<file path="src/hdl/tcce_pkg.sv">
// Shared types and constants for the text console character engine.
package tcce_pkg;

   localparam int unsigned CMD_W      = 2;
   localparam int unsigned CHAR_W     = 8;
   localparam int unsigned IDX_W      = 11;
   localparam int unsigned COL_OUT_W  = 7;
   localparam int unsigned ROW_OUT_W  = 5;
   localparam int unsigned POS_OUT_W  = 11;
   localparam int unsigned REQ_DATA_W = 24;
   localparam int unsigned RSP_DATA_W = 40;

   localparam logic [CMD_W-1:0] CMD_PUT   = 2'd0;
   localparam logic [CMD_W-1:0] CMD_CLEAR = 2'd1;
   localparam logic [CMD_W-1:0] CMD_READ  = 2'd2;

   localparam logic [CHAR_W-1:0] CH_BS  = 8'h08;
   localparam logic [CHAR_W-1:0] CH_TAB = 8'h09;
   localparam logic [CHAR_W-1:0] CH_LF  = 8'h0A;
   localparam logic [CHAR_W-1:0] CH_CR  = 8'h0D;

   localparam logic [CHAR_W-1:0] ATTR_RESET = 8'h0F;

   // controller -> datapath
   typedef struct packed {
      logic capture;
      logic put;
      logic home;
      logic read_issue;
      logic copy_step;
      logic zero_step;
      logic load_all;
      logic load_copy;
      logic load_bottom;
      logic row_dec;
      logic shown_update;
      logic rsp_load;
   } tcce_cmd_type;

   // datapath -> controller
   typedef struct packed {
      logic [CMD_W-1:0] cmd;
      logic             need_scroll;
      logic             last_copy;
      logic             last_zero;
      logic             rsp_free;
   } tcce_stat_type;

endpackage

</file>
<file path="src/hdl/tcce_ctrl.sv">
// Sequencer for put, clear, read, scroll and the power-up clearing sweep.
module tcce_ctrl
   import tcce_pkg::*;
(
   input  logic          clock,
   input  logic          reset,
   input  logic          req_tvalid,
   output logic          req_tready,
   input  tcce_stat_type stat,
   output tcce_cmd_type  cmd
);

   typedef enum logic [2:0] {
      ST_INIT,
      ST_IDLE,
      ST_EXEC,
      ST_CHECK,
      ST_COPY,
      ST_DRAIN,
      ST_ZERO,
      ST_DONE
   } state_type;

   state_type state_ff, state_in;
   logic      ready_ff;

   always_comb begin
      state_in = state_ff;
      cmd      = '0;
      unique case (state_ff)
         ST_INIT: begin
            cmd.zero_step = 1'b1;
            if (stat.last_zero) state_in = ST_IDLE;
         end
         ST_IDLE: begin
            if (req_tvalid && ready_ff) begin
               cmd.capture = 1'b1;
               state_in    = ST_EXEC;
            end
         end
         ST_EXEC: begin
            case (stat.cmd)
               CMD_PUT: begin
                  cmd.put  = 1'b1;
                  state_in = ST_CHECK;
               end
               CMD_CLEAR: begin
                  cmd.home     = 1'b1;
                  cmd.load_all = 1'b1;
                  state_in     = ST_ZERO;
               end
               CMD_READ: begin
                  cmd.read_issue = 1'b1;
                  state_in       = ST_DONE;
               end
               default: state_in = ST_DONE;
            endcase
         end
         ST_CHECK: begin
            if (stat.need_scroll) begin
               cmd.row_dec   = 1'b1;
               cmd.load_copy = 1'b1;
               state_in      = ST_COPY;
            end else begin
               state_in = ST_DONE;
            end
         end
         ST_COPY: begin
            cmd.copy_step = 1'b1;
            if (stat.last_copy) state_in = ST_DRAIN;
         end
         ST_DRAIN: begin
            // last copied cell is written here; the row address has settled
            cmd.load_bottom  = 1'b1;
            cmd.shown_update = 1'b1;
            state_in         = ST_ZERO;
         end
         ST_ZERO: begin
            cmd.zero_step = 1'b1;
            if (stat.last_zero) state_in = ST_DONE;
         end
         ST_DONE: begin
            if (stat.rsp_free) begin
               cmd.rsp_load = 1'b1;
               state_in     = ST_IDLE;
            end
         end
         default: state_in = ST_INIT;
      endcase
   end

   always_ff @(posedge clock) begin
      if (reset) begin
         state_ff <= ST_INIT;
         ready_ff <= 1'b0;
      end else begin
         state_ff <= state_in;
         ready_ff <= (state_in == ST_IDLE);
      end
   end

   assign req_tready = ready_ff;

endmodule

</file>
<file path="config.mk">
export PLATFORM = sky130hd
export DESIGN_NAME = tcce_ctrl
export DESIGN_NICKNAME = d
export VERILOG_FILES = /design/src/hdl/tcce_pkg.sv /design/src/hdl/tcce_ctrl.sv
export SDC_FILE = /design/constraint.sdc
export NUM_CORES = 1
export LEC_CHECK = 0
export ABC_AREA = 1
export BUFFER_PORTS_ARGS = -buffer_cell sky130_fd_sc_hd__buf_2
export CORE_AREA = 2 2 39 41
export CTS_CLUSTER_DIAMETER = 80
export CTS_CLUSTER_SIZE = 24
export DETAILED_ROUTE_END_ITERATION = 10
export DIE_AREA = 0 0 41 43
export SLEW_MARGIN = 20
export SYNTH_ARGS = -nofsm -noshare
export SYNTH_HDL_FRONTEND = slang
export SYNTH_SLANG_ARGS = --single-unit
export TNS_END_PERCENT = 30
</file>
<file path="constraint.sdc">
create_clock -name clock -period 1.1 [get_ports clock]
set_clock_uncertainty 0.1 [all_clocks]
set_input_delay 0.055 -clock clock [delete_from_list [all_inputs] [get_ports clock]]
set_output_delay 0.055 -clock clock [all_outputs]
set_load 0.005 [all_outputs]
</file>
# Word-level counts from Yosys, hierarchy flattened
# Index checks and enable logic that the tools add are counted.
# totals
inputBits	9
reg_bits	4
memories	0
ram_bits	0
out_inout_bits	13
latchBits	0
rom_bits	0
elab_cells	38
# classes
n_addsub	0
n_reduce_logical	4
mux	22
bitwise_logic	0
mul	0
n_eq_ne	10
magnitude_cmp	0
n_div	0
shift	0
# op_table
operator	n
one-hot mux 3 bit (8 select lines)	1
two-way mux 3 bit	6
two-way mux 1 bit	13
== test 3 bit, second input constant	4
== test 3 x 1 -> 1 bit, second input constant	2
== test 3 x 2 -> 1 bit, second input constant	2
one-hot mux 3 bit (2 select lines)	1
logical NOT 3 bit	1
== test 2 x 1 -> 1 bit, second input constant	1
== test 2 bit, second input constant	1
logical NOT 2 bit	1
two-way mux 2 bit	1
OR reduction 2 bit	1
logical AND 1 bit	1

# Depth between registers and ports, before layout
# Gate-level depths: netlist of the first run.
# depth
ltp_word	4
mapped_depth	8
mapped_depth_nobuf	8

# Worst setup path after synthesis of the first run
# No wires, ideal clock.
# synth_timing
kind	register to output
start	reg state_ff[2]
end	out cmd[3] in the netlist's numbering
setup_slack_ns	-0.029
t_required_ns	0.945
t_arrival_ns	0.974
path_buffers	2
path_stages_with_launch	5
path_cell_list	dfxtp_1 inv_1 buf_6 nor3_1 buf_4
# synth_rtl
item	line_no	rtl
start, declared	tcce_ctrl.sv:24	state_type state_ff, state_in;
start signal, assigned	tcce_ctrl.sv:97	state_ff <= state_in;
end, declared	tcce_ctrl.sv:10	output tcce_cmd_type cmd

==> flow_metrics.env, run 1 <==
export IMPL_fmax_mhz=761.6
export IMPL_p_per_area_nw_per_um2=1738
export IMPL_final_hold_viol_count=0
export IMPL_ys_seq_area_frac=0.2058
export IMPL_n_antenna_cell=0
export IMPL_die_h_um=43
export IMPL_synthXorXnorAreaFrac=0
export IMPL_maxSlewHeadroom=0.8847
export IMPL_rows=14
export IMPL_fill_cells=148
export IMPL_yosys_area_share_simple=0.5305
export IMPL_dieArea_um2=1763
export IMPL_syn_num_nets=76
export IMPL_layout_common_cells="21 x buf_2, 11 x buf_4, 9 x nor2_1, 8 x nand2_1, 8 x nand3_1"
export IMPL_clock_path_buffers=2
export IMPL_fin_crit_sh=1.194
export IMPL_coreArea_um2=1384
export IMPL_cts_tree="yes"
export IMPL_finalSetupViolCount=16
export IMPL_syn_area_um2=389.1
export IMPL_via_per_inst=4.448
export IMPL_maxCapViolations=0
export IMPL_worst_ep_arrival_time_ps=1160
export IMPL_initial_core_util=0.2812
export IMPL_synthMuxAreaShare=0
export IMPL_synth_top_family_by_area="simple AND/OR/NAND/NOR gates"
export IMPL_grt_pass1_vias=454
export IMPL_vias=516
export IMPL_power_leakage_nw=0.3779
export IMPL_worst_slew_pin_slew_ps=172.9
export IMPL_synth_seq_cells=4
export IMPL_fin_nets=111
export IMPL_port_buffers=21
export IMPL_synth_compound_gate_area_share=0.05145
export IMPL_slew_viol_final=0
export IMPL_rsz0062_at_grt="true"
export IMPL_dp_slack_ps=-231.4
export IMPL_grt_pass1_wl_mm=1.773
export IMPL_postRouteWirelength_mm=1.194
export IMPL_wire_per_inst_um=10.29
export IMPL_fin_crit_ps=1313
export IMPL_ys_warnings_count=0
export IMPL_synth_edf_count=0
export IMPL_worstSetupStartpointType="flop"
export IMPL_fp_dieW_um=41
export IMPL_htreeDepth=1
export IMPL_grt_overflow_total=0
export IMPL_gr_usage_all_layers=0.1467
export IMPL_firstDrtPassIters=4
export IMPL_cts_sinks=4
export IMPL_violations="setup timing"
export IMPL_synth_cell_types=16
export IMPL_irDropWorstVdd_uv=1012
export IMPL_synth_avg_cell_area_um2=5.808
export IMPL_endpoint_kind="output port"
export IMPL_ys_flop_type="dfxtp_1"
export IMPL_drc_errors=0
export IMPL_numCtsBuffers=3
export IMPL_hold_class="in2reg"
export IMPL_drive_gt1_frac=0.6500
export IMPL_status="finished with violations"
export IMPL_worstSkewPairLatency_ps=240
export IMPL_timing_worst_setup_path_type="reg2out"
export IMPL_antenna_found_initial=0
export IMPL_cts_root_buf="clkbuf_4"
export IMPL_ioPinCount=22
export IMPL_drt_initial_drc_count=18
export IMPL_gp_congestion=0.7927
export IMPL_ant_nets=0
export IMPL_setup_ws_ps=-213.0
export IMPL_required_ps=940
export IMPL_grt_max_degree=9
export IMPL_cp_max_fo=6
export IMPL_clk_pin_slew_ps=40
export IMPL_final_common_cell="buf_2"
export IMPL_power_total_mw=1.170
export IMPL_async_reset_ff_frac=0
export IMPL_hpwl_um=765.1
export IMPL_area_growth_pct=72.99
export IMPL_synth_cells=67
export IMPL_yosys_area_share_adder=0
==> path summary, 6_finish.rpt <==
kind	cells after the start	endpoint	startpoint	slack, ps
worst max-delay path	6	cmd[6]	state_ff[1]$_SDFF_PP0_	-210
worst min-delay path	4	state_ff[2]$_SDFF_PP0_	stat[0]	140
worst max register to register	7	state_ff[0]$_SDFF_PP0_	state_ff[1]$_SDFF_PP0_	-210
worst min register to register	6	state_ff[1]$_SDFF_PP0_	req_tready$_SDFF_PP0_	640
==> stage by stage <==
stage          setup TNS [ps]  cell area (um2)  hold WS [ps]  instances  utilization
2_1_floorplan          -74.57            389.1         27.38         67            -
3_3_place_gp           -997.3            523.0         165.9        104       0.3779
5_1_grt                 -3507            673.1         161.4        116       0.4864
4_1_cts                 -2621            659.4         106.1        116       0.4765
6_report                -2465            673.1         142.4        116       0.4864
3_5_place_dp           -982.5            523.0         168.8        104       0.3779
==> report_power, final <==
group | switching [mW] | total (mW) | internal (mW)
Clock | 0.0622 | 0.184 | 0.122
Sequential | 0.0819 | 0.286 | 0.204
Combinational | 0.357 | 0.699 | 0.342
==> cell usage after synthesis, types with 2 or more instances <==
master	number	area [um2]
inv_1	10	37.54
nand3_1	8	40.04
buf_4	4	30.03
nor2_2	4	25.02
nand2_1	13	48.80
dfxtp_1	4	80.08
nor3_1	2	10.01
nand2_2	2	12.51
nor2_1	13	48.80
==> cell families after synthesis <==
logic type | Yosys count
simple gates | 44
buf+inv | 16
flops | 4
compound gates | 3
==> registers in the layout, indices dropped and copies added (netlist names) <==
name	flops
req_tready	1
state_ff	3
==> timing repair <==
action / in CTS / in global routing
gates cloned: 1 / 0
endpoints found under the setup margin: 16 / 16
setup buffers: 7 / 1
gates resized for setup: 19 / 9
endpoints found under the hold margin: 3 / 0
pin swaps: 2 / 1
hold buffers: 1 / 0
==> worst max-delay path, cell delays in order, from the launching register on <==
cell and delay [ps]:
dfxtp_4 380, inv_4 50, nor2_4 150, nand2_2 90, buf_6 120, nand2_2 30, buf_2 100
==> cell type report <==
| type | count | area [um2] | area share |
|---|---|---|---|
| multi-input combinational | 47 | 270.3 | 0.4015 |
| timing repair buffer | 34 | 209.0 | 0.3104 |
| sequential | 4 | 91.34 | 0.1357 |
| inverter | 11 | 52.55 | 0.07807 |
| clock buffer | 3 | 22.52 | 0.03346 |
| tap | 16 | 20.02 | 0.02974 |
| timing repair inverter | 1 | 7.507 | 0.01115 |
==> per-layer routing <==
| layer | track usage | vias up | routed length, um |
|---|---|---|---|
| li1 | - | 267 | - |
| met1 | 0.1613 | 234 | 447 |
| met4 | 0 | 0 | 0 |
| met5 | 0 | - | 0 |
| met2 | 0.2625 | 15 | 673 |
| met3 | 0.06283 | 0 | 72 |
(Power assumes the default switching activity.)
==> run 2, diff against run 1 <==
--- a/config.mk
+++ b/config.mk
@@ -12,6 +12,7 @@
 export CTS_CLUSTER_SIZE = 24
 export DETAILED_ROUTE_END_ITERATION = 10
 export DIE_AREA = 0 0 41 43
+export PLACE_DENSITY = 0.62
 export SLEW_MARGIN = 20
 export SYNTH_ARGS = -nofsm -noshare
 export SYNTH_HDL_FRONTEND = slang
==> flow_metrics.env, run 2 (synthesis gave the netlist of run 1 again) <==
export IMPL_status="finished with violations"
export IMPL_violations="setup timing"
export IMPL_hpwl_um=834.7
export IMPL_port_buffers=21
export IMPL_cp_max_fo=4
export IMPL_fin_nets=109
export IMPL_maxSlewHeadroom=0.8896
export IMPL_n_antenna_cell=0
export IMPL_cts_root_buf="clkbuf_4"
export IMPL_regToRegSetupSlack_ps=-160
export IMPL_worstSkewPairLatency_ps=230
export IMPL_fin_setup_tns_ps=-2109
export IMPL_postRouteWirelength_um=968
export IMPL_highest_layer="met3"
export IMPL_htreeDepth=1
export IMPL_numCtsBuffers=3
export IMPL_cts_sinks=4
export IMPL_grt_max_degree=10
export IMPL_grt_pass1_wl_mm=1.614
export IMPL_rows=14
export IMPL_drive_gt1_frac=0.5918
export IMPL_fmax_mhz=778.7
export IMPL_gr_usage_all_layers=0.1274
export IMPL_ant_nets=0
export IMPL_wl_met3_um=30
export IMPL_ioPinCount=22
export IMPL_dp_slack_ps=-104.5
export IMPL_firstDrtPassIters=4
export IMPL_final_hold_viol_count=0
export IMPL_fin_crit_sh=1.167
export IMPL_clock_path_buffers=2
export IMPL_endpoint_kind="output port"
export IMPL_rsz0062_at_grt="true"
export IMPL_die_h_um=43
export IMPL_dieArea_um2=1763
export IMPL_worst_ep_arrival_time_ps=1130
export IMPL_p_per_area_nw_per_um2=1649
export IMPL_dpl_instance_area_um2=540.5
export IMPL_timing_worst_setup_path_type="reg2out"
export IMPL_wl_met2_um=576
export IMPL_final_common_cell="buf_2"
export IMPL_finalSetupViolCount=16
export IMPL_setup_ws_ps=-184.2
export IMPL_worstSetupStartpointType="flop"
export IMPL_drt_initial_drc_count=12
export IMPL_clk_pin_slew_ps=30
export IMPL_vias=513
export IMPL_area_growth_pct=62.70
export IMPL_fill_cells=164
export IMPL_drc_errors=0
export IMPL_coreArea_um2=1384
export IMPL_cts_tree="yes"
export IMPL_slew_viol_final=0
export IMPL_stdcell_area_um2=633.1
export IMPL_via_per_inst=4.500
export IMPL_fp_dieW_um=41
export IMPL_postLayoutCoreUtil=0.4575
export IMPL_irDropWorstVdd_uv=933.4
export IMPL_top_register="state_ff"
export IMPL_maxCapViolations=0
export IMPL_power_leakage_nw=0.3734
export IMPL_layout_common_cells="21 x buf_2, 11 x nand2_1, 10 x nor2_1, 10 x buf_4, 8 x nand3_1"
export IMPL_grt_overflow_total=0
export IMPL_initial_core_util=0.2812
export IMPL_wire_per_inst_um=8.491
export IMPL_worst_slew_pin_slew_ps=164.8
export IMPL_hold_ws_ps=113.8
export IMPL_fin_crit_ps=1284
export IMPL_routedLengthMet1_um=361
export IMPL_required_ps=940
export IMPL_grt_pass1_vias=463
export IMPL_largest_reg_flops=3
export IMPL_gp_congestion=0.8666
export IMPL_hold_class="in2reg"
export IMPL_antenna_found_initial=0
run 2: what timing repair did:
item                                    4_1_cts  5_1_grt
setup buffers                                 2        0
gates cloned                                  0        0
endpoints found under the setup margin       16       16
hold buffers                                  1        0
resized for setup                            13        6
endpoints found under the hold margin         3        0
pin swaps                                     2        3
run 2: routing by layer:
metal	GRT usage	up-vias
met1	0.1410	241
li1	-	265
met2	0.2313	7
met5	0	-
met3	0.01571	0
met4	0.04000	0
run 2: report_power, final:
part	internal [mW]	total, mW	switching, mW
sequential	0.197	0.234	0.0373
combinational	0.298	0.638	0.340
clock	0.121	0.172	0.0503
run 2: cell type report:
| cell class | count | area, um2 | share of cell area |
|---|---|---|---|
| clock buffers | 3 | 22.52 | 0.03557 |
| inverters | 11 | 48.80 | 0.07708 |
| multi-input cells | 47 | 254.0 | 0.4012 |
| flip-flops and latches | 4 | 86.33 | 0.1364 |
| well taps | 16 | 20.02 | 0.03162 |
| repair buffers | 33 | 201.4 | 0.3182 |
run 2: worst paths after layout:
kind | cells after the start | end | start
setup / recovery | 5 | cmd[8] | state_ff[0]$_SDFF_PP0_
hold / removal | 5 | state_ff[0]$_SDFF_PP0_ | stat[1]
setup reg to reg | 8 | req_tready$_SDFF_PP0_ | state_ff[0]$_SDFF_PP0_
hold reg to reg | 3 | state_ff[2]$_SDFF_PP0_ | state_ff[1]$_SDFF_PP0_
run 2: through the flow:
step / std cells / power, mW
global route: 114 / 1.148
global placement: 108 / 0.7900
floorplan: 67 / 0.5864
detailed placement: 108 / 0.7934
CTS: 114 / 1.035
finish: 114 / 1.044
run 2: worst max-delay path, cell delays in order (launching register included):
cell	delay, ps
dfxtp_2	310
buf_6	120
nor2_4	160
nand2_4	80
nor3_2	100
buf_2	130
